[config.mk]
export PLATFORM = sky130hd
export DESIGN_NAME = ppes_ctrl
export DESIGN_NICKNAME = d
export VERILOG_FILES = /design/src/rtl/core/ppes_pkg.sv /design/src/rtl/core/ppes_ctrl.sv
export SDC_FILE = /design/constraint.sdc
export NUM_CORES = 1
export LEC_CHECK = 0
export BUFFER_PORTS_ARGS = -buffer_cell sky130_fd_sc_hd__buf_2
export CAP_MARGIN = 30
export CORE_UTILIZATION = 40
export DETAILED_ROUTE_END_ITERATION = 16
export PLACE_DENSITY = 0.71
export SETUP_SLACK_MARGIN = 0.15
export SYNTH_ARGS = -nofsm -noshare
export SYNTH_HDL_FRONTEND = slang
export SYNTH_SLANG_ARGS = --single-unit
[constraint.sdc]
create_clock -name clk -period 4 [get_ports clk]
set_input_delay 0.2 -clock clk [delete_from_list [all_inputs] [get_ports clk]]
set_output_delay 0.2 -clock clk [all_outputs]
set_load 0.02 [all_outputs]
[src/rtl/core/ppes_pkg.sv]
// Shared types and constants for the primitive path entanglement statistics block.
// Used by the channel interfaces, the controller, the datapath and the top level.
package ppes_pkg;

  localparam int MAX_MOLECULES_DEF = 1024;
  localparam int COORD_WIDTH_DEF   = 32;

  localparam int ID_W       = 11;
  localparam int CNT_W      = 11;
  localparam int ACC_W      = 48;
  localparam int LEN_W      = 48;
  localparam int R2_W       = 63;
  localparam int OUT_W      = 48;
  localparam int WIDE_W     = 128;
  localparam int DEN_W      = 64;
  localparam int DIV_CNT_W  = 8;
  localparam int PADDR_W    = 3;
  localparam int PDATA_W    = 32;

  localparam logic [0:0] REG_MOLECULE_COUNT = 1'b0;

  typedef enum logic [2:0] {
    SEL_DX, SEL_DY, SEL_DZ, SEL_MX, SEL_MY, SEL_MZ
  } mac_sel_t;

  typedef enum logic [1:0] {
    DIV_R2, DIV_LEN, DIV_A, DIV_Z
  } div_sel_t;

  typedef struct packed {
    logic     capture;
    logic     acc_clr;
    logic     mac_start;
    mac_sel_t mac_sel;
    logic     sqrt_start;
    logic     rd_bond;
    logic     bond_wr;
    logic     walk_init;
    logic     rd_walk;
    logic     lsum_add;
    logic     idx_inc;
    logic     idx_clr;
    logic     clr_step;
    logic     div_start;
    div_sel_t div_sel;
    logic     set_deg;
  } ppes_cmd_t;

  typedef struct packed {
    logic mac_busy;
    logic sqrt_busy;
    logic div_busy;
    logic id_ok;
    logic last;
    logic n_zero;
    logic idx_last_walk;
    logic idx_last_clr;
    logic len_zero;
    logic a_zero;
  } ppes_status_t;

endpackage

[src/rtl/core/ppes_ctrl.sv]
// Controller: sequences bond accumulation, the molecule walk, the divisions
// and the store clearing pass. Depends on ppes_pkg.
module ppes_ctrl import ppes_pkg::*; (
  input  logic         clk,
  input  logic         rst,
  input  logic         in_valid,
  output logic         in_ready,
  output logic         out_valid,
  input  logic         out_ready,
  input  ppes_status_t status,
  output ppes_cmd_t    cmd
);

  typedef enum logic [4:0] {
    S_CLEAR, S_IDLE, S_CHECK, S_WX, S_WY, S_WZ, S_WSQ, S_UPD, S_LAST,
    S_WINIT, S_WNEXT, S_WRD, S_WMX, S_WMY, S_WMZ, S_WDR2, S_WDLEN,
    S_CHKLEN, S_WDA, S_CHKA, S_WDZ, S_OUT
  } state_t;

  state_t state, state_next;

  always_comb begin
    cmd        = '0;
    state_next = state;
    unique case (state)
      S_CLEAR: begin
        cmd.clr_step = 1'b1;
        if (status.idx_last_clr) begin
          cmd.idx_clr = 1'b1;
          state_next  = S_IDLE;
        end else begin
          cmd.idx_inc = 1'b1;
        end
      end
      S_IDLE: begin
        if (in_valid && in_ready) begin
          cmd.capture = 1'b1;
          cmd.acc_clr = 1'b1;
          state_next  = S_CHECK;
        end
      end
      S_CHECK: begin
        if (status.id_ok) begin
          cmd.mac_start = 1'b1;
          cmd.mac_sel   = SEL_DX;
          state_next    = S_WX;
        end else begin
          state_next = S_LAST;
        end
      end
      S_WX: begin
        cmd.mac_sel = SEL_DY;
        if (!status.mac_busy) begin
          cmd.mac_start = 1'b1;
          state_next    = S_WY;
        end
      end
      S_WY: begin
        cmd.mac_sel = SEL_DZ;
        if (!status.mac_busy) begin
          cmd.mac_start = 1'b1;
          state_next    = S_WZ;
        end
      end
      S_WZ: begin
        if (!status.mac_busy) begin
          cmd.sqrt_start = 1'b1;
          cmd.rd_bond    = 1'b1;
          state_next     = S_WSQ;
        end
      end
      S_WSQ: begin
        if (!status.sqrt_busy) begin
          state_next = S_UPD;
        end
      end
      S_UPD: begin
        cmd.bond_wr = 1'b1;
        state_next  = S_LAST;
      end
      S_LAST: begin
        state_next = status.last ? S_WINIT : S_IDLE;
      end
      S_WINIT: begin
        cmd.walk_init = 1'b1;
        cmd.acc_clr   = 1'b1;
        cmd.idx_clr   = 1'b1;
        state_next    = status.n_zero ? S_OUT : S_WNEXT;
      end
      S_WNEXT: begin
        cmd.rd_walk = 1'b1;
        state_next  = S_WRD;
      end
      S_WRD: begin
        cmd.mac_start = 1'b1;
        cmd.mac_sel   = SEL_MX;
        cmd.lsum_add  = 1'b1;
        state_next    = S_WMX;
      end
      S_WMX: begin
        cmd.mac_sel = SEL_MY;
        if (!status.mac_busy) begin
          cmd.mac_start = 1'b1;
          state_next    = S_WMY;
        end
      end
      S_WMY: begin
        cmd.mac_sel = SEL_MZ;
        if (!status.mac_busy) begin
          cmd.mac_start = 1'b1;
          state_next    = S_WMZ;
        end
      end
      S_WMZ: begin
        cmd.div_sel = DIV_R2;
        if (!status.mac_busy) begin
          if (status.idx_last_walk) begin
            cmd.div_start = 1'b1;
            state_next    = S_WDR2;
          end else begin
            cmd.idx_inc = 1'b1;
            state_next  = S_WNEXT;
          end
        end
      end
      S_WDR2: begin
        cmd.div_sel = DIV_LEN;
        if (!status.div_busy) begin
          cmd.div_start = 1'b1;
          state_next    = S_WDLEN;
        end
      end
      S_WDLEN: begin
        if (!status.div_busy) begin
          state_next = S_CHKLEN;
        end
      end
      S_CHKLEN: begin
        cmd.div_sel = DIV_A;
        if (status.len_zero) begin
          cmd.set_deg = 1'b1;
          state_next  = S_OUT;
        end else begin
          cmd.div_start = 1'b1;
          state_next    = S_WDA;
        end
      end
      S_WDA: begin
        if (!status.div_busy) begin
          state_next = S_CHKA;
        end
      end
      S_CHKA: begin
        cmd.div_sel = DIV_Z;
        if (status.a_zero) begin
          cmd.set_deg = 1'b1;
          state_next  = S_OUT;
        end else begin
          cmd.div_start = 1'b1;
          state_next    = S_WDZ;
        end
      end
      S_WDZ: begin
        if (!status.div_busy) begin
          state_next = S_OUT;
        end
      end
      S_OUT: begin
        if (out_ready) begin
          cmd.idx_clr = 1'b1;
          state_next  = S_CLEAR;
        end
      end
      default: state_next = S_CLEAR;
    endcase
  end

  always_ff @(posedge clk) begin
    if (rst) begin
      state     <= S_CLEAR;
      in_ready  <= 1'b0;
      out_valid <= 1'b0;
    end else begin
      state     <= state_next;
      in_ready  <= state_next == S_IDLE;
      out_valid <= state_next == S_OUT;
    end
  end

endmodule

==> summary.txt, run 1 <==
GRT
  – First-pass GRT wire length: ~4600 um
  – M1 GR Usage: 30.3%
  – Most Crowded Layer GR: met2
  – Total congestion overflow: 0
  – M2 GR Usage: 35.9%
  – Largest net degree at the start of global routing: 29
  – Vias in the first global route: 1030
  – GRT met3 Usage: 6.85%
  – Antenna violations before repair: 0
  – GRT Overall Usage: 23.1%

Synth
  – Ys async rst share: 0%
  – Synth top area share: 14.4%
  – Ys flop type: dfxtp_1
  – Syn avg cell area: 6.46 um2
  – Register area share after synthesis: between 10 and 15%
  – EDFF count, synth: 0
  – Synth warnings: 0
  – Ranking of synthesized cells by area: dfxtp_1, a21oi_1, nand2_1
  – Syn Nets: 165
  – Register bit total from synthesis: 7
  – Post-Synthesis Cell Area: roughly 1000 um2
  – Cell taking the most area after synthesis: dfxtp_1
  – Post-Syn Instances: 151
  – Cell variety after synth: 46

Layout
  – Antenna cell count: 0
  – FF/Latch Area: between 100 and 150 um2
  – Fin area: 1130 um2
  – Layout area overhead: 15.8%
  – Most common cell after layout, fill and taps aside: buf_2
  – Multi-input logic area: 732 um2
  – Final Non-Filler Cells: 203
  – Most frequent cells in the layout: buf_2, nand2_1, nor2_1, a21oi_1, dfxtp_1
  – Fillers: 270
  – Layout cells sized above 1: 25.7%
  – Final #Nets: 190

Drt
  – Total Routed Length: 2890 um
  – Iter 0 DRT Violations: 42
  – Antenna viol nets, final: 0
  – Number of iterations in the first detailed-routing pass: 4
  – Via count: 1210
  – Routed WL per cell: 14.2 um
  – DRC: 0
  – Vias per cell: around 6.0

Critical path
  – Worst Path Class, Setup: reg -> out
  – R2R Path Start: state[1]$_SDFF_PP0_
  – Reg-to-reg slack, setup: 1650 ps
  – Worst R2R Path Depth: 6
  – Worst EP arrival: about 2300 ps
  – Critical path's slowest cell: dfxtp_1
  – CP max FO: 28
  – Nature of the critical path startpoint: register
  – Cell family with most CP delay: flip-flops
  – Worst path buffer plus inverter count: 1
  – Nature of the critical path endpoint: primary output
  – Critical path depth: 4
  – Crit-path max cell delay: 900 ps
  – Critical Path, Cell by Cell: nor2b_1 > nand3_1 > o311ai_0 > buf_2
  – Req. time, crit path: 3800 ps
  – Worst setup startpoint: state[1]$_SDFF_PP0_

Timing
  – Max Freq: 0.400 GHz
  – Final Worst Setup Slack: 1500 ps
  – Post-layout min period: 2500 ps
  – RSZ-0062 raised after global routing: false
  – Setup violators final: 0
  – Slew margin rel.: 40.1%
  – Final TNS setup: 0 ps
  – Clk_skew: approximately 4.3 ps
  – Pins Over Slew Limit: 0
  – Period utilisation layout: 62.4%
  – Worst slew pin tran: about 900 ps
  – Fin. Hold Viols: 0
  – WHS: 171 ps

Clock network
  – Post_cts resized: 0
  – CTS tree: yes
  – Cts bufs inserted: 3
  – Root buf cell: clkbuf_4
  – Clk slew on worst S/H paths: 50 ps
  – Worst skew pair latency: 250 ps
  – Postcts setup bufs: 0
  – Cts hold-fix bufs: 0
  – Longest Clk Path Bufs: 2
  – CTS sink count: 7
  – H-tree depth: 1

Min path
  – HP Start: rst
  – Hold depth: 2
  – Worst min path class: in -> reg

Floorplanning
  – Core area: 2250 um2
  – Starting Density: 43.3%
  – Site Rows: 17
  – Io pins: 35
  – Die width: 51.4 um
  – Die Y: slightly above 50 um
  – Die area: 2640 um2

Flow run
  – MaxCap Viol Count: 0

Placed design
  – Dpl ws: 1700 ps
  – Placed cells: 199
  – Dpl hpwl: approximately 2200 um
  – RePlAce Congestion: 0.958
  – Area after DPL: 1100 um2
  – PortBufs: 34

Pwr
  – Combinational Power Share: a little over a third
  – Worst VDD drop: around 0.25 mV
  – Leak: 0.000485 uW
  – Net Sw Frac: 36.7%
  – Switching Power: 83.3 uW
  – Clock power frac: 27.2%
  – Cell-internal power: between 100 and 150 uW
  – Pwr per Cell Area: 201 nW/um2
  – Seq pwr share: roughly two fifths

Status
  – Outcome: complete, no violations
==> worst register-to-register path: stages (launching register included) <==
cell,delay (ps)
dfxtp_1,900
nor2b_2,400
nor2_1,90
nor4bb_1,390
nor4_2,110
a31oi_1,200
nor3b_1,180
==> kinds of logic (layout without fill, tap and decap cells) <==
| logic type | after synthesis | count (layout) | synth area share [%] |
|---|---|---|---|
| buffers and inverters | 21 | 45 | 10.6 |
| AOI/OAI and AO/OA | 43 | 43 | 29.2 |
| DFF | 7 | 7 | 14.4 |
| and+or+nand+nor | 77 | 77 | 42.7 |
| muxes | 3 | 3 | 3.08 |
==> per-stage QoR <==
step,utilization (%),power (uW)
floorplan,-,142
global placement,48.9,165
detailed placement,48.9,165
CTS,50.1,228
global route,50.1,244
finish,50.1,227
==> area by class of cell <==
cell class / count / area share [%]
multi-input combinational: 123 / 64.8
timing repair buffer: 34 / 15.1
sequential: 7 / 12.4
tap: 28 / 3.10
clock buffer: 4 / 2.33
inverter: 7 / 2.33
==> flip-flops by register name, summed over array words and instances (netlist names) <==
signal     flops
state          5
in_ready       1
out_valid      1
==> power by group through the flow <==
stage	registers, uW	clock network, uW	logic [uW]
4_1_cts	85.9	63.5	78.6
2_1_floorplan	78.2	0	63.9
3_3_place_gp	87.3	0	77.5
3_5_place_dp	87.2	0	78.2
6_report	86.4	61.8	78.9
5_1_grt	87.3	70.0	87.0
==> path summary, 6_finish.rpt <==
path,end
setup reg to reg,out_valid$_SDFF_PP0_
hold reg to reg,state[0]$_SDFF_PP0_
setup / recovery,cmd[3]
hold / removal,state[3]$_SDFF_PP0_
==> cells in the mapped netlist (2+ instances only) <==
master,count
nand2_1,18
a21oi_1,17
nor2_1,17
buf_2,8
dfxtp_1,7
inv_1,6
nor2b_1,6
nand3_1,5
nor3_1,5
o21ai_0,5
nand2b_1,4
a22oi_1,3
mux2i_1,3
nor3b_1,3
o32ai_1,3
a2111oi_0,2
a31oi_1,2
and2_1,2
and3_1,2
buf_4,2
clkbuf_1,2
nand4_1,2
nor4_1,2
o22ai_1,2
or3_4,2
==> per-layer routing <==
metal  vias up  share of wire, %
li1        598                 -
met1       538                42
met2        68                46
met3         6               9.3
met4         0               2.0
met5         -                 0
No activity file was read; power rests on OpenSTA's default activity.
==> inputs of run 2 (changes only) <==
--- a/config.mk
+++ b/config.mk
@@ -9,7 +9,7 @@
 export CAP_MARGIN = 30
 export CORE_UTILIZATION = 40
 export DETAILED_ROUTE_END_ITERATION = 16
-export PLACE_DENSITY = 0.71
+export PLACE_DENSITY = 0.73
 export SETUP_SLACK_MARGIN = 0.15
 export SYNTH_ARGS = -nofsm -noshare
 export SYNTH_HDL_FRONTEND = slang
==> constraint.sdc (replaced) <==
create_clock -name clk -period 2.2 [get_ports clk]
set_input_delay 0.11 -clock clk [delete_from_list [all_inputs] [get_ports clk]]
set_output_delay 0.11 -clock clk [all_outputs]
set_load 0.02 [all_outputs]
==> summary.txt, run 2 (synthesis gave the netlist of run 1 again) <==
Critical path
  – Worst path buffer plus inverter count: 2 (was 1)
  – Cell mode on critical path: or3_4
  – Critical path depth: 5 (was 4)
  – Crit-path max cell delay: 400 ps (was 900 ps)
  – Critical Path, Cell by Cell: buf_4 > or3_4 > or3_4 > o21ai_0 > buf_2 (was nor2b_1 > nand3_1 > o311ai_0 > buf_2)
  – Req. time, crit path: 2090 ps (was 3800 ps)
  – CP endpoint: cmd[17] (was cmd[3])
  – Cell family with most CP delay: simple AND/OR/NAND/NOR gates (was flip-flops)
  – Worst Path Class, Setup: reg -> out (unchanged)
  – Worst r2r dst: out_valid$_SDFF_PP0_ (unchanged)
  – R2R Path Start: state[1]$_SDFF_PP0_ (unchanged)
  – Worst setup startpoint: state[1]$_SDFF_PP0_ (unchanged)
  – Reg-to-reg slack, setup: 300 ps (was 1650 ps)
  – CP max FO: 13 (was 28)
  – Worst R2R Path Depth: 7 (was 6)
  – Worst EP arrival: 1860 ps (was 2300 ps)
  – Critical path's slowest cell: or3_4 (was dfxtp_1)
  – Nature of the critical path startpoint: register (unchanged)
  – Nature of the critical path endpoint: primary output (unchanged)

Placed design
  – PortBufs: 34 (unchanged)
  – Area after DPL: 1180 um2 (was 1100 um2)
  – Dpl hpwl: 2420 um (was 2160 um)
  – RePlAce Congestion: 1.03 (was 0.958)
  – Dpl ws: 140 ps (was 1700 ps)

Timing
  – Max Freq: 0.508 GHz
  – RSZ-0062 raised after global routing: false (unchanged)
  – Slew margin rel.: 68.8% (was 40.1%)
  – Worst slew pin tran: 457 ps (was 897 ps)
  – Clk_skew: 1.35 ps (was 4.34 ps)
  – Final Worst Setup Slack: 231 ps (was 1500 ps)
  – Post-layout min period: 1970 ps
  – Fin. Hold Viols: 0 (unchanged)
  – Setup violators final: 0 (unchanged)
  – Pins Over Slew Limit: 0 (unchanged)
  – Final TNS setup: 0 ps (unchanged)
  – Period utilisation layout: a little under 90%

Layout
  – Most common cell after layout, fill and taps aside: buf_2 (unchanged)
  – Number of flip-flops in the largest register: 5 (unchanged)
  – Multi-input logic area: 746 um2 (was 732 um2)
  – Final Util: 54.3% (was 50.1%)
  – Top reg by flops: state (unchanged)
  – Most frequent cells in the layout: buf_2, nand2_1, nor2_1, a21oi_1, buf_4 (was buf_2, nand2_1, nor2_1, a21oi_1, dfxtp_1)
  – FF/Latch Area: 146 um2 (was 140 um2)
  – Fillers: 232 (was 270)
  – Final #Nets: 200 (was 190)
  – Layout cells sized above 1: 33.5% (was 25.7%)
  – Top flop regs: state x5, in_ready x1, out_valid x1 (unchanged)
  – Antenna cell count: 0 (unchanged)
  – Layout area overhead: 25.5% (was 15.8%)
  – Fin area: 1220 um2 (was 1130 um2)

Floorplanning
  – Site Rows: 17 (unchanged)
  – Starting Density: 43.3% (unchanged)
  – Die Y: 51.4 um (unchanged)
  – Die width: 51.4 um (unchanged)
  – Core area: 2250 um2 (unchanged)
  – Die area: 2640 um2 (unchanged)
  – Io pins: 35 (unchanged)

Pwr
  – Worst VDD drop: 0.268 mV (was 0.253 mV)
  – Seq pwr share: 33.3% (was 38.1%)
  – Combinational Power Share: 40.5% (was 34.7%)
  – Switching Power: 160 uW (was 83.3 uW)
  – Net Sw Frac: 36.9% (was 36.7%)
  – Clock power frac: 26.2% (was 27.2%)
  – Pwr per Cell Area: 354 nW/um2 (was 201 nW/um2)
  – Leak: 0.000537 uW (was 0.000485 uW)
  – Cell-internal power: 273 uW (was 144 uW)

Clock network
  – Root buf cell: clkbuf_4 (unchanged)
  – Cts hold-fix bufs: 0 (unchanged)
  – H-tree depth: 1 (unchanged)
  – CTS tree: yes (unchanged)
  – Worst skew pair latency: 240 ps (was 250 ps)
  – Postcts setup bufs: 0 (unchanged)
  – Cts bufs inserted: 3 (unchanged)
  – Clk slew on worst S/H paths: 50 ps (about the same)
  – Longest Clk Path Bufs: 2 (unchanged)
  – CTS sink count: 7 (unchanged)

GRT
  – Total congestion overflow: 0 (unchanged)
  – Vias in the first global route: 1105 (was 1030)
  – GRT Overall Usage: 25.6% (was 23.1%)
  – Largest net degree at the start of global routing: 20 (was 29)
  – Antenna violations before repair: 0 (unchanged)
  – First-pass GRT wire length: 5210 um (was 4640 um)

Drt
  – Via count: 1278 (was 1210)
  – DRC: 0 (unchanged)
  – Antenna viol nets, final: 0 (unchanged)
  – Routed WL per cell: 14.8 um (was 14.2 um)
  – Number of iterations in the first detailed-routing pass: 4 (unchanged)
  – Vias per cell: 6.00 (was 5.96)
  – Iter 0 DRT Violations: 56 (was 42)
  – Total Routed Length: 3160 um (was 2890 um)

Min path
  – Hold depth: 2 (unchanged)
  – Worst min path class: in -> reg (unchanged)

Status
  – Outcome: complete, no violations (unchanged)

Flow run
  – MaxCap Viol Count: 0 (unchanged)
run 2: cell count changes in the layout (fill, tap and decap cells not counted):
cell	change
buf_4	+10
nor4bb_1	-1
dfxtp_2	+2
dfxtp_4	+1
dfxtp_1	-3
nor2b_2	+3
nor4bb_2	+1
nor2b_1	-3
run 2: what timing repair did:
item	4_1_cts	5_1_grt
endpoints found under the setup margin	1	5
resized for setup	2	6
gates cloned	0	0
run 2: metal layers:
layer	GRT usage, %	vias to the layer above	wire length (um)
met3	2.68	6	283
met4	5.41	0	41
met5	0	-	0
met2	41.1	60	1500
li1	-	618	-
met1	36.3	594	1330
run 2: how the worst min path moves through the flow:
| stage | start | endpoint | slack [ps] |
|---|---|---|---|
| after floorplan | rst | state[0]$_SDFF_PP0_ | 180 |
| after global placement | rst | state[2]$_SDFF_PP0_ | 350 |
| after detailed placement | rst | state[0]$_SDFF_PP0_ | 350 |
| after CTS | rst | state[0]$_SDFF_PP0_ | 90 |
| after global routing | rst | state[0]$_SDFF_PP0_ | 90 |
| final | rst | state[3]$_SDFF_PP0_ | 90 |
run 2: layout make-up:
type / count / share of cell area [%]
clock buffers: 4 / 2.15
well taps: 28 / 2.86
flip-flops and latches: 7 / 12.0
multi-input cells: 123 / 60.9
repair buffers: 44 / 20.0
inverters: 7 / 2.15
run 2: worst register-to-register path, stage by stage (launching register included):
cell	delay (ps)
dfxtp_4	380
buf_4	190
nor2b_2	210
nor2_1	110
o41ai_1	370
o32ai_2	150
a31oi_1	180
nor3b_1	220
run 2: power by group through the flow:
stage / combinational [uW] / sequential, uW / clock [uW]
after detailed placement: 170 / 147 / 0
after global routing: 190 / 145 / 127
final: 175 / 144 / 113
after global placement: 168 / 147 / 0
after floorplan: 116 / 142 / 0
after CTS: 172 / 145 / 115
run 2: stage by stage:
stage / cells / total power, uW / hold WS, ps
CTS: 213 / 431 / 89.3
floorplan: 151 / 258 / 179
finish: 213 / 433 / 91.7
global placement: 209 / 315 / 350
detailed placement: 209 / 318 / 347
global route: 213 / 462 / 88.2
